### config.mk
export PLATFORM = sky130hd
export DESIGN_NAME = queued_scancode_serial_tx
export DESIGN_NICKNAME = d
export VERILOG_FILES = /design/src/rtl/core/qsst_pkg.sv /design/src/rtl/core/queued_scancode_serial_tx.sv /design/src/rtl/core/qsst_ram.sv
export SDC_FILE = /design/constraint.sdc
export NUM_CORES = 1
export LEC_CHECK = 0
export BUFFER_PORTS_ARGS = -buffer_cell sky130_fd_sc_hd__clkbuf_2
export CAP_MARGIN = 10
export CORE_MARGIN = 1
export CORE_UTILIZATION = 50
export CTS_CLUSTER_SIZE = 28
export DETAILED_ROUTE_END_ITERATION = 8
export GPL_ROUTABILITY_DRIVEN = 0
export HOLD_SLACK_MARGIN = 0.05
export PLACE_DENSITY = 0.66
export REMOVE_ABC_BUFFERS = 1
export SLEW_MARGIN = 30
export SYNTH_ARGS = -nofsm -noshare
export SYNTH_HDL_FRONTEND = slang
export SYNTH_HIERARCHICAL = 1
export SYNTH_SLANG_ARGS = --single-unit
export TNS_END_PERCENT = 10
### constraint.sdc
create_clock -name i_clk -period 8.73 [get_ports i_clk]
set_clock_uncertainty 0.05 [all_clocks]
set_input_delay 1.746 -clock i_clk [delete_from_list [all_inputs] [get_ports i_clk]]
set_output_delay 1.746 -clock i_clk [all_outputs]
set_load 0.02 [all_outputs]
### src/rtl/core/qsst_pkg.sv
// ----------------------------------------------------------------------------
// qsst_pkg
// Shared types and constants for the queued scancode serial transmitter.
// ----------------------------------------------------------------------------
package qsst_pkg;

    // Default queue depth (one slot always stays empty)
    localparam int FIFO_DEPTH_DEF = 16;

    // Data bits per frame
    localparam int FRAME_BITS = 8;

    // Saturation value of the reported queue fill
    localparam logic [3:0] QUEUED_MAX = 4'd15;

    // Input operation codes
    localparam logic OP_PUSH = 1'b0;
    localparam logic OP_FALL = 1'b1;

    // Frame phase
    typedef enum logic [2:0] {
        PH_IDLE   = 3'd0,
        PH_START  = 3'd1,
        PH_DATA   = 3'd2,
        PH_STOP   = 3'd3,
        PH_RETURN = 3'd4
    } t_phase;

    // One input item
    typedef struct packed {
        logic       op;
        logic [7:0] scancode;
    } t_in_item;

    // One result item
    typedef struct packed {
        logic       data_level;
        logic       dropped;
        logic       busy_res;
        logic [3:0] queued;
    } t_out_item;

endpackage

### src/rtl/core/queued_scancode_serial_tx.sv
// ----------------------------------------------------------------------------
// queued_scancode_serial_tx
// Byte transmitter fed from a ring queue, stepped by the partner's falling
// clock edges: sync high, start 0, eight data bits LSB first, stop 1, low.
//
//   channel | direction | handshake                 | payload
//   --------+-----------+---------------------------+-----------------------
//   in      | input     | i_in_valid / o_in_stall   | i_in_data  (t_in_item)
//   out     | output    | o_out_valid / i_out_stall | o_out_data (t_out_item)
//
// One item per cycle unless stalled; each item yields one result in the next cycle.
// The queue lives in a RAM with registered read; the frame byte is loaded
// from its read register while the frame is in the start phase, with a
// bypass for a byte that is written and read in the same cycle.
// Reset (synchronous, active low) empties the queue and idles the line low.
// A stalled result holds in the output register; input stalls only while
// that register is full and stalled.
// ----------------------------------------------------------------------------
module queued_scancode_serial_tx #(
    parameter int FIFO_DEPTH = qsst_pkg::FIFO_DEPTH_DEF
) (
    input  logic                 i_clk,
    input  logic                 i_rst_n,
    input  logic                 i_in_valid,
    output logic                 o_in_stall,
    input  qsst_pkg::t_in_item   i_in_data,
    output logic                 o_out_valid,
    input  logic                 i_out_stall,
    output qsst_pkg::t_out_item  o_out_data
);

    localparam int AW = $clog2(FIFO_DEPTH);

    // Control state
    qsst_pkg::t_phase r_phase, n_phase;
    logic [AW-1:0]    r_wr_ptr, n_wr_ptr;
    logic [AW-1:0]    r_rd_ptr, n_rd_ptr;
    logic [3:0]       r_bit_count, n_bit_count;
    logic             r_line, n_line;
    logic             r_load;
    logic             r_out_valid;

    // Payload state
    logic [7:0]          r_shift_byte;
    logic [7:0]          r_fwd_data;
    logic                r_fwd_sel;
    qsst_pkg::t_out_item r_out, n_out;

    // Access controls
    logic          w_acc;
    logic          w_ram_we;
    logic          w_ram_re;
    logic [7:0]    w_ram_rd_data;
    logic [AW-1:0] w_wr_next;
    logic [AW-1:0] w_rd_next;
    logic [AW:0]   w_fill;
    logic [8:0]    w_fill_ext;
    logic          w_drop;

    // Accept while the output register is free or draining
    assign o_in_stall = r_out_valid && i_out_stall;
    assign w_acc      = i_in_valid && !o_in_stall;

    // Ring successors
    assign w_wr_next = (r_wr_ptr == AW'(FIFO_DEPTH - 1)) ? '0 : r_wr_ptr + AW'(1);
    assign w_rd_next = (r_rd_ptr == AW'(FIFO_DEPTH - 1)) ? '0 : r_rd_ptr + AW'(1);

    // Queue storage
    qsst_ram #(
        .WIDTH (8),
        .DEPTH (FIFO_DEPTH),
        .AW    (AW)
    ) u_queue (
        .i_clk     (i_clk),
        .i_wr_en   (w_ram_we),
        .i_wr_addr (r_wr_ptr),
        .i_wr_data (i_in_data.scancode),
        .i_rd_en   (w_ram_re),
        .i_rd_addr (r_rd_ptr),
        .o_rd_data (w_ram_rd_data)
    );

    // Next state, queue access and result for the current item
    always_comb begin
        n_phase     = r_phase;
        n_wr_ptr    = r_wr_ptr;
        n_rd_ptr    = r_rd_ptr;
        n_bit_count = r_bit_count;
        n_line      = r_line;
        w_ram_we    = 1'b0;
        w_ram_re    = 1'b0;
        w_drop      = 1'b0;

        if (w_acc) begin
            if (i_in_data.op == qsst_pkg::OP_PUSH) begin
                if (w_wr_next == r_rd_ptr) begin
                    w_drop = 1'b1;
                end else begin
                    w_ram_we = 1'b1;
                    n_wr_ptr = w_wr_next;
                    if (r_phase == qsst_pkg::PH_IDLE) begin
                        w_ram_re = 1'b1;
                        n_rd_ptr = w_rd_next;
                        n_line   = 1'b1;
                        n_phase  = qsst_pkg::PH_START;
                    end
                end
            end else begin
                unique case (r_phase)
                    qsst_pkg::PH_START: begin
                        n_line      = 1'b0;
                        n_phase     = qsst_pkg::PH_DATA;
                        n_bit_count = '0;
                    end
                    qsst_pkg::PH_DATA: begin
                        n_line      = r_shift_byte[r_bit_count[2:0]];
                        n_bit_count = r_bit_count + 4'd1;
                        if (n_bit_count >= 4'(qsst_pkg::FRAME_BITS)) begin
                            n_phase = qsst_pkg::PH_STOP;
                        end
                    end
                    qsst_pkg::PH_STOP: begin
                        n_line  = 1'b1;
                        n_phase = qsst_pkg::PH_RETURN;
                    end
                    qsst_pkg::PH_RETURN: begin
                        n_line  = 1'b0;
                        n_phase = qsst_pkg::PH_IDLE;
                        if (r_wr_ptr != r_rd_ptr) begin
                            w_ram_re = 1'b1;
                            n_rd_ptr = w_rd_next;
                            n_line   = 1'b1;
                            n_phase  = qsst_pkg::PH_START;
                        end
                    end
                    default: begin
                    end
                endcase
            end
        end

        // Fill after this step, saturated
        if (n_wr_ptr >= n_rd_ptr) begin
            w_fill = {1'b0, n_wr_ptr} - {1'b0, n_rd_ptr};
        end else begin
            w_fill = {1'b0, n_wr_ptr} + (AW+1)'(FIFO_DEPTH) - {1'b0, n_rd_ptr};
        end
        w_fill_ext = 9'(w_fill);

        n_out.data_level = n_line;
        n_out.dropped    = w_drop;
        n_out.busy_res   = (n_phase != qsst_pkg::PH_IDLE);
        n_out.queued     = (w_fill_ext > 9'(qsst_pkg::QUEUED_MAX)) ?
                           qsst_pkg::QUEUED_MAX : w_fill_ext[3:0];
    end

    // Control registers
    always_ff @(posedge i_clk) begin
        if (!i_rst_n) begin
            r_phase     <= qsst_pkg::PH_IDLE;
            r_wr_ptr    <= '0;
            r_rd_ptr    <= '0;
            r_bit_count <= '0;
            r_line      <= 1'b0;
            r_load      <= 1'b0;
            r_out_valid <= 1'b0;
        end else begin
            r_phase     <= n_phase;
            r_wr_ptr    <= n_wr_ptr;
            r_rd_ptr    <= n_rd_ptr;
            r_bit_count <= n_bit_count;
            r_line      <= n_line;
            r_load      <= w_ram_re;
            if (w_acc) begin
                r_out_valid <= 1'b1;
            end else if (!i_out_stall) begin
                r_out_valid <= 1'b0;
            end
        end
    end

    // Capture bypass data on each read, flagging a read that hits the entry written this cycle
    always_ff @(posedge i_clk) begin
        if (w_ram_re) begin
            r_fwd_sel  <= w_ram_we && (r_wr_ptr == r_rd_ptr);
            r_fwd_data <= i_in_data.scancode;
        end
    end

    // Load the frame byte in the cycle after the read is issued
    always_ff @(posedge i_clk) begin
        if (r_load) begin
            r_shift_byte <= r_fwd_sel ? r_fwd_data : w_ram_rd_data;
        end
    end

    // Hold the result until it is transferred
    always_ff @(posedge i_clk) begin
        if (w_acc) begin
            r_out <= n_out;
        end
    end

    assign o_out_valid = r_out_valid;
    assign o_out_data  = r_out;

    // Idle line implies an empty queue
    a_idle_empty: assert property (@(posedge i_clk) disable iff (!i_rst_n)
        (r_phase == qsst_pkg::PH_IDLE) |-> (r_wr_ptr == r_rd_ptr))
        else $error("idle with bytes still queued");

    // Idle line stays low
    a_idle_low: assert property (@(posedge i_clk) disable iff (!i_rst_n)
        (r_phase == qsst_pkg::PH_IDLE) |-> !r_line)
        else $error("line high while idle");

    // Bit counter never passes the frame length
    a_bit_range: assert property (@(posedge i_clk) disable iff (!i_rst_n)
        r_bit_count <= 4'(qsst_pkg::FRAME_BITS))
        else $error("bit counter out of range");

    // Frame byte load lands while still in the start phase
    a_load_start: assert property (@(posedge i_clk) disable iff (!i_rst_n)
        r_load |-> (r_phase == qsst_pkg::PH_START))
        else $error("frame byte loaded outside start phase");

    // Every transfer in produces a result
    a_acc_result: assert property (@(posedge i_clk) disable iff (!i_rst_n)
        w_acc |=> r_out_valid)
        else $error("result missing after input transfer");

endmodule

### src/rtl/core/qsst_ram.sv
// ----------------------------------------------------------------------------
// qsst_ram
// Generic single-write, single-read RAM with a registered read port.
// ----------------------------------------------------------------------------
module qsst_ram #(
    parameter int WIDTH = 8,
    parameter int DEPTH = 16,
    parameter int AW    = (DEPTH > 1) ? $clog2(DEPTH) : 1
) (
    input  logic             i_clk,
    input  logic             i_wr_en,
    input  logic [AW-1:0]    i_wr_addr,
    input  logic [WIDTH-1:0] i_wr_data,
    input  logic             i_rd_en,
    input  logic [AW-1:0]    i_rd_addr,
    output logic [WIDTH-1:0] o_rd_data
);

    logic [WIDTH-1:0] r_mem [DEPTH];
    logic [WIDTH-1:0] r_rd_data;

    // Write port
    always_ff @(posedge i_clk) begin
        if (i_wr_en) begin
            r_mem[i_wr_addr] <= i_wr_data;
        end
    end

    // Registered read port, held between reads
    always_ff @(posedge i_clk) begin
        if (i_rd_en) begin
            r_rd_data <= r_mem[i_rd_addr];
        end
    end

    assign o_rd_data = r_rd_data;

endmodule
==> results of run 1 <==
==> kinds of logic after synthesis <==
family	count (synthesis)
fa+ha+maj	8
buf+inv	28
flops	178
mux	48
compound gates	62
simple gates	100
xor+xnor	14
==> per-layer routing <==
| metal | vias up | global-route usage (%) | part of all wire, % |
|---|---|---|---|
| li1 | 1802 | - | - |
| met1 | 1978 | 25.8 | 43 |
| met2 | 142 | 31.1 | 49 |
| met3 | 24 | 6.09 | 5.9 |
| met4 | 0 | 6.10 | 1.9 |
| met5 | - | 0 | 0 |
==> sequential cells by signal, summed over array words and instances, names as in the netlist, 3 cells and up <==
signal	flops
u_queue/o_rd_data	8
r_shift_byte	8
u_queue/r_mem	128
r_phase	3
o_out_data	7
r_wr_ptr	4
r_bit_count	4
r_rd_ptr	4
r_fwd_data	8
==> cell usage in the layout, fill, tap and decap left out, types with 10 or more instances in the layout <==
master	count
mux4_2	20
dfxtp_1	17
a21oi_1	10
mux4_1	14
edfxtp_1	160
clkbuf_16	17
a22oi_1	17
nor2_1	30
nand2_1	25
clkbuf_2	21
==> how the worst max path moves through the flow <==
| stage | from | endpoint | depth (start not counted) |
|---|---|---|---|
| 6_report | i_in_valid | o_out_data[3] | 12 |
| 5_1_grt | i_in_valid | o_out_data[2] | 12 |
| 4_1_cts | i_in_valid | o_out_data[3] | 12 |
| 3_5_place_dp | i_in_valid | o_out_data[3] | 12 |
| 3_3_place_gp | i_in_valid | u_queue/r_mem[0][1] | 7 |
| 2_1_floorplan | i_in_valid | o_out_data[3] | 8 |
==> critical path: stages <==
cell	delay, ps
clkbuf_2	90
a21bo_2	250
inv_1	330
nand2_1	200
nor2b_1	280
o21ai_1	150
and2_1	180
ha_1	310
a21o_1	180
a21oi_1	180
xor2_1	160
nand2_1	60
==> final cells by class <==
class	count	share of cell area, %
tap	184	2.77
multi-input combinational	232	25.6
inverter	7	0.331
sequential	178	62.1
clock inverter	14	2.15
clock buffer	18	5.16
timing repair buffer	27	1.81
==> where the power goes <==
group          leakage (nW)  switching [mW]  internal [mW]
logic                 0.875          0.0739         0.0489
registers              1.60         0.00960          0.952
clock network         0.294           0.315          0.454
total                  2.77           0.399           1.45
==> through the flow <==
stage | power (mW) | worst slack, ps | utilization (%) | cells
6_report | 1.85 | 4740 | 57.2 | 660
5_1_grt | 1.92 | 4530 | 57.2 | 660
4_1_cts | 1.87 | 4790 | 57.2 | 660
3_5_place_dp | 1.10 | 4350 | 53.0 | 628
3_3_place_gp | 1.10 | 4400 | 53.0 | 628
2_1_floorplan | 1.06 | 4570 | - | 417
==> impl_metrics.py, run 1 <==
metrics = {
    "outcome": {
        "status": "finished, final reports clean",
    },
    "sta": {
        "slew_violations": 0,
        "rsz0062_at_grt": "no",
        "tns_ps": 0,
        "min_period_ps": 3990,
        "worstMarginPinSlew_ps": 898,
        "max_freq_mhz": 251,
        "period_share_pct": 45.7,
        "setup_viol": 0,
        "hold_viol": 0,
        "holdWs_ps": 476,
        "maxSlewHeadroom_pct": 39.9,
    },
    "clock_network": {
        "cts_root_buf": "clkbuf_16",
        "path_clk_slew_ps": 60,
        "post_cts_buffers": 0,
        "cts_resized": 0,
        "clock_latency_ps": 430,
        "cts_tree": "yes",
        "clockBufferDepth": 2,
        "cts_made_buffers": 17,
        "cts.sinks": 178,
        "hold_buffers": 0,
        "cts_max_level": 4,
    },
    "yosys": {
        "netlist.area_leader.share_pct": 64.4,
        "ys_types": 56,
        "syn_area_mm2": 0.00746,
        "synth_common_cells": "edfxtp_1 (160), nor2_1 (30), nand2_1 (25)",
        "ys_top_cells_by_area": "edfxtp_1 (64%), mux4_2 (6.0%), mux4_1 (4.9%), dfxtp_1 (4.8%), a22oi_1 (1.7%)",
        "yosys.area_share.simple_pct": 6.64,
        "synthAdderAreaFrac_pct": 1.44,
        "synthArstFlopShare_pct": 0,
        "syn_area_per_cell_um2": 17.0,
        "synth_edf_count": 160,
        "synth_top_family_by_area": "multiplexers",
        "synth_cells": 438,
        "yosysTopAreaCell": "edfxtp_1",
        "ys_ff_latch": 178,
        "ys.flop_type": "edfxtp_1",
        "synth.area.mux_share_pct": 13.0,
        "synth_xor_area_share_pct": 1.74,
        "yosysSeqAreaShare_pct": 69.2,
        "yosysMostFrequentCell": "edfxtp_1",
        "synth-compound-area-share_pct": 5.69,
        "ys_warn_count": 6,
    },
    "hold_path": {
        "min_to": "r_bit_count[2]",
        "hold_depth": 2,
        "hold_path_class": "flip-flop to flip-flop",
        "worstHoldStart": "r_bit_count[2]",
    },
    "final_layout": {
        "register_area_mm2": 0.00517,
        "fillers": 1128,
        "syn2layout_area_growth_pct": 11.4,
        "diodes": 0,
        "multi_input_area_mm2": 0.00213,
        "final_area_mm2": 0.00831,
        "nets": 484,
        "drive_gt1_share_pct": 20.4,
    },
    "global_route": {
        "first_global_vias": 3827,
        "overflow": 0,
        "grt_max_degree": 41,
        "grt_pass1_wl_um": 21200,
        "grt_usage_pct": 19.6,
        "grt_antenna_before_repair": 0,
    },
    "drt": {
        "drt_first_pass_iters": 5,
        "routed_wl_um": 13900,
        "viasPerCell": 5.98,
        "wl_per_cell_um": 21.0,
        "drc": 0,
        "drt_iter0_markers": 359,
        "drtAntennaViolNets": 0,
        "vias": 3946,
    },
    "place": {
        "dpl.hpwl_um": 8850,
        "place_area_mm2": 0.00771,
        "numPortBuffers": 21,
    },
    "flow_run": {
        "maxCapViolCount": 0,
    },
    "critical_path": {
        "reg2reg_depth": 13,
        "crit_type": "input port to flip-flop",
        "worstPathRequired_ps": 8850,
        "cp-start-kind": "input port",
        "cp-end-kind": "flip-flop",
        "r2r_slack_ps": 5020,
        "crit_arrival_ps": 4110,
        "r2r_start": "r_wr_ptr[0]",
        "rr_endpoint": "o_out_data[3]",
        "cp_max_fo": 12,
    },
    "power_and_ir_drop": {
        "power_density_mw_per_mm2": 223,
        "power.leakage_nw": 2.77,
        "ir_worst_vdd_uv": 279,
    },
    "die": {
        "rows": 44,
        "io_pins": 22,
        "core_area_mm2": 0.0145,
        "dieArea_mm2": 0.0154,
        "dieHeight_um": 124,
        "initial_core_util_pct": 51.3,
        "fp.dieW_um": 124,
    },
}
Power figures use the tool's default switching activity.
==> run 2, diff against run 1 <==
==> constraint.sdc (replaced) <==
create_clock -name i_clk -period 3.7 [get_ports i_clk]
set_clock_uncertainty 0.05 [all_clocks]
set_input_delay 0.74 -clock i_clk [delete_from_list [all_inputs] [get_ports i_clk]]
set_output_delay 0.74 -clock i_clk [all_outputs]
set_load 0.02 [all_outputs]
==> run 2 against run 1 <==
  * Setup slack worse by 4400 ps
  * Wire length up 1.1%
  * Combinational power up 140%
  * Core utilization up 0.92 points
  * Die area unchanged
  * Design area up 1.6%
  * Count of clock-buffer cells in the layout unchanged
  * Sequential share of layout area down 0.97 points
  * Clock power up 140%
  * Sequential power up 140%
  * Flip-flop and latch count unchanged
  * Critical endpoint unchanged
==> impl_metrics.py, run 2 (synthesized netlist as in run 1, its figures left out) <==
metrics = {
    "place": {
        "dpl.hpwl_um": 9000,
        "numPortBuffers": 21,
        "place_ws_ps": 188,
        "place_area_mm2": 0.00783,
    },
    "clock_network": {
        "cts_root_buf": "clkbuf_16",
        "path_clk_slew_ps": 70,
        "cts.sinks": 178,
        "clockBufferDepth": 2,
        "post_cts_buffers": 0,
        "clock_latency_ps": 420,
        "cts_resized": 0,
        "cts_made_buffers": 17,
        "cts_tree": "yes",
        "hold_buffers": 0,
        "cts_max_level": 4,
    },
    "critical_path": {
        "r2r_slack_ps": 290,
        "reg2reg_depth": 13,
        "crit_type": "flip-flop to flip-flop",
        "slowest_delay_ps": 470,
        "crit_arrival_ps": 3530,
        "cp-end-kind": "flip-flop",
        "slowest_stage": "dfxtp_2",
        "rr_endpoint": "o_out_data[3]",
        "worstSetupEndpoint": "o_out_data[3]",
        "startpoint": "r_wr_ptr[1]",
        "cp_max_fo": 13,
        "cp-start-kind": "flip-flop",
        "worstPathRequired_ps": 3820,
        "r2r_start": "r_wr_ptr[1]",
        "path_cells": "ha_1 -> xor2_1 -> a21oi_1 -> nand4_1 -> o21ai_2 -> clkinv_2 -> mux2i_1 -> inv_1 -> ha_1 -> a21o_1 -> a21oi_1 -> xor2_1 -> nand2_1",
    },
    "drt": {
        "drc": 0,
        "drt_first_pass_iters": 5,
        "dr_wl_met3_um": 703,
        "m1WireLength_um": 6260,
        "wl_per_cell_um": 20.7,
        "viasPerCell": 5.92,
        "wl_met2_um": 6880,
        "vias": 4006,
        "drtAntennaViolNets": 0,
        "drt_iter0_markers": 318,
        "top_layer_used": "met4",
        "routed_wl_um": 14000,
    },
    "final_layout": {
        "layout_commonest_cell": "edfxtp_1",
        "diodes": 0,
        "final_area_mm2": 0.00845,
        "drive_gt1_share_pct": 23.3,
        "syn2layout_area_growth_pct": 13.2,
        "final_cell_mix": "edfxtp_1 (160), nor2_1 (30), nand2_1 (25), buf_4 (23), clkbuf_2 (21)",
        "nets": 501,
        "final_util_pct": 58.1,
        "largest-register": "u_queue/r_mem",
        "largest_reg_flops": 128,
    },
    "power_and_ir_drop": {
        "comb_power_share_pct": 6.7,
        "power_density_mw_per_mm2": 522,
        "p_int_mw": 3.40,
        "power.leakage_nw": 2.86,
        "p_switching_mw": 1.01,
        "swShare_pct": 22.9,
        "p_clk_share_pct": 41.8,
        "seqPwrFrac_pct": 51.5,
        "ir_worst_vdd_uv": 367,
    },
    "global_route": {
        "grt_max_degree": 31,
        "first_global_vias": 3871,
        "overflow": 0,
        "grt_usage_pct": 19.9,
        "grt_antenna_before_repair": 0,
        "grt_pass1_wl_um": 21500,
    },
    "sta": {
        "hold_viol": 0,
        "rsz0062_at_grt": "no",
        "setup_ws_ps": 294,
        "min_period_ps": 3410,
        "slew_violations": 0,
        "worstMarginPinSlew_ps": 659,
        "period_share_pct": 92.1,
        "setup_viol": 0,
        "maxSlewHeadroom_pct": 56.0,
        "max_freq_mhz": 294,
    },
    "die": {
        "rows": 44,
        "core_area_mm2": 0.0145,
        "dieHeight_um": 124,
        "initial_core_util_pct": 51.3,
        "fp.dieW_um": 124,
        "dieArea_mm2": 0.0154,
        "io_pins": 22,
    },
    "hold_path": {
        "hold_path_class": "flip-flop to flip-flop",
    },
    "outcome": {
        "status": "finished, final reports clean",
    },
    "flow_run": {
        "maxCapViolCount": 0,
    },
}
[run 2: power groups by stage]
stage          clock network, mW  registers (mW)  logic (mW)
6_report                    1.84            2.27       0.296
4_1_cts                     1.87            2.27       0.299
3_5_place_dp                   0            2.31       0.298
5_1_grt                     1.95            2.27       0.323
3_3_place_gp                   0            2.31       0.292
2_1_floorplan                  0            2.34       0.159
[run 2: worst max-delay path, delay by kind of cell (launching register included)]
kind	cells	cell delay (ps)
AO/OA/AOI/OAI	4	750
XOR/XNOR	2	320
adder cells (fa/ha/maj)	2	610
buffers and inverters	2	290
flip-flops	1	470
multiplexers	1	370
AND/OR/NAND/NOR	2	290
[run 2: stage by stage]
step / hold WS [ps] / power, mW / TNS, ps / std cells
detailed placement: 477 / 2.61 / 0 / 645
global placement: 452 / 2.61 / 0 / 645
floorplan: 433 / 2.50 / -1400 / 417
CTS: 487 / 4.44 / 0 / 677
finish: 493 / 4.41 / 0 / 677
global route: 497 / 4.55 / 0 / 677
[run 2: how the worst min path moves through the flow]
| stage | startpoint | endpoint | slack, ps | cells after the start |
|---|---|---|---|---|
| after floorplan | r_bit_count[2] | r_bit_count[2] | 430 | 2 |
| after global placement | r_bit_count[3] | r_bit_count[3] | 450 | 2 |
| after detailed placement | r_bit_count[3] | r_bit_count[3] | 480 | 2 |
| after CTS | i_in_valid | o_out_valid | 490 | 2 |
| after global routing | i_in_valid | o_out_valid | 500 | 2 |
| final | r_bit_count[2] | r_bit_count[2] | 490 | 2 |
[run 2: per-layer routing]
| layer | GRT usage [%] | up-vias |
|---|---|---|
| met5 | 0 | - |
| met4 | 5.80 | 0 |
| met3 | 4.72 | 11 |
| met2 | 32.4 | 127 |
| met1 | 26.6 | 2039 |
| li1 | - | 1829 |
[run 2: final cells by class]
cell class | count | area, µm²
multi-input cells | 232 | 2130
flip-flops and latches | 178 | 5170
clock inverters | 14 | 189
repair buffers | 44 | 278
clock buffers | 18 | 429
inverters | 7 | 27.5
well taps | 184 | 230
fillers | 1124 | 6090
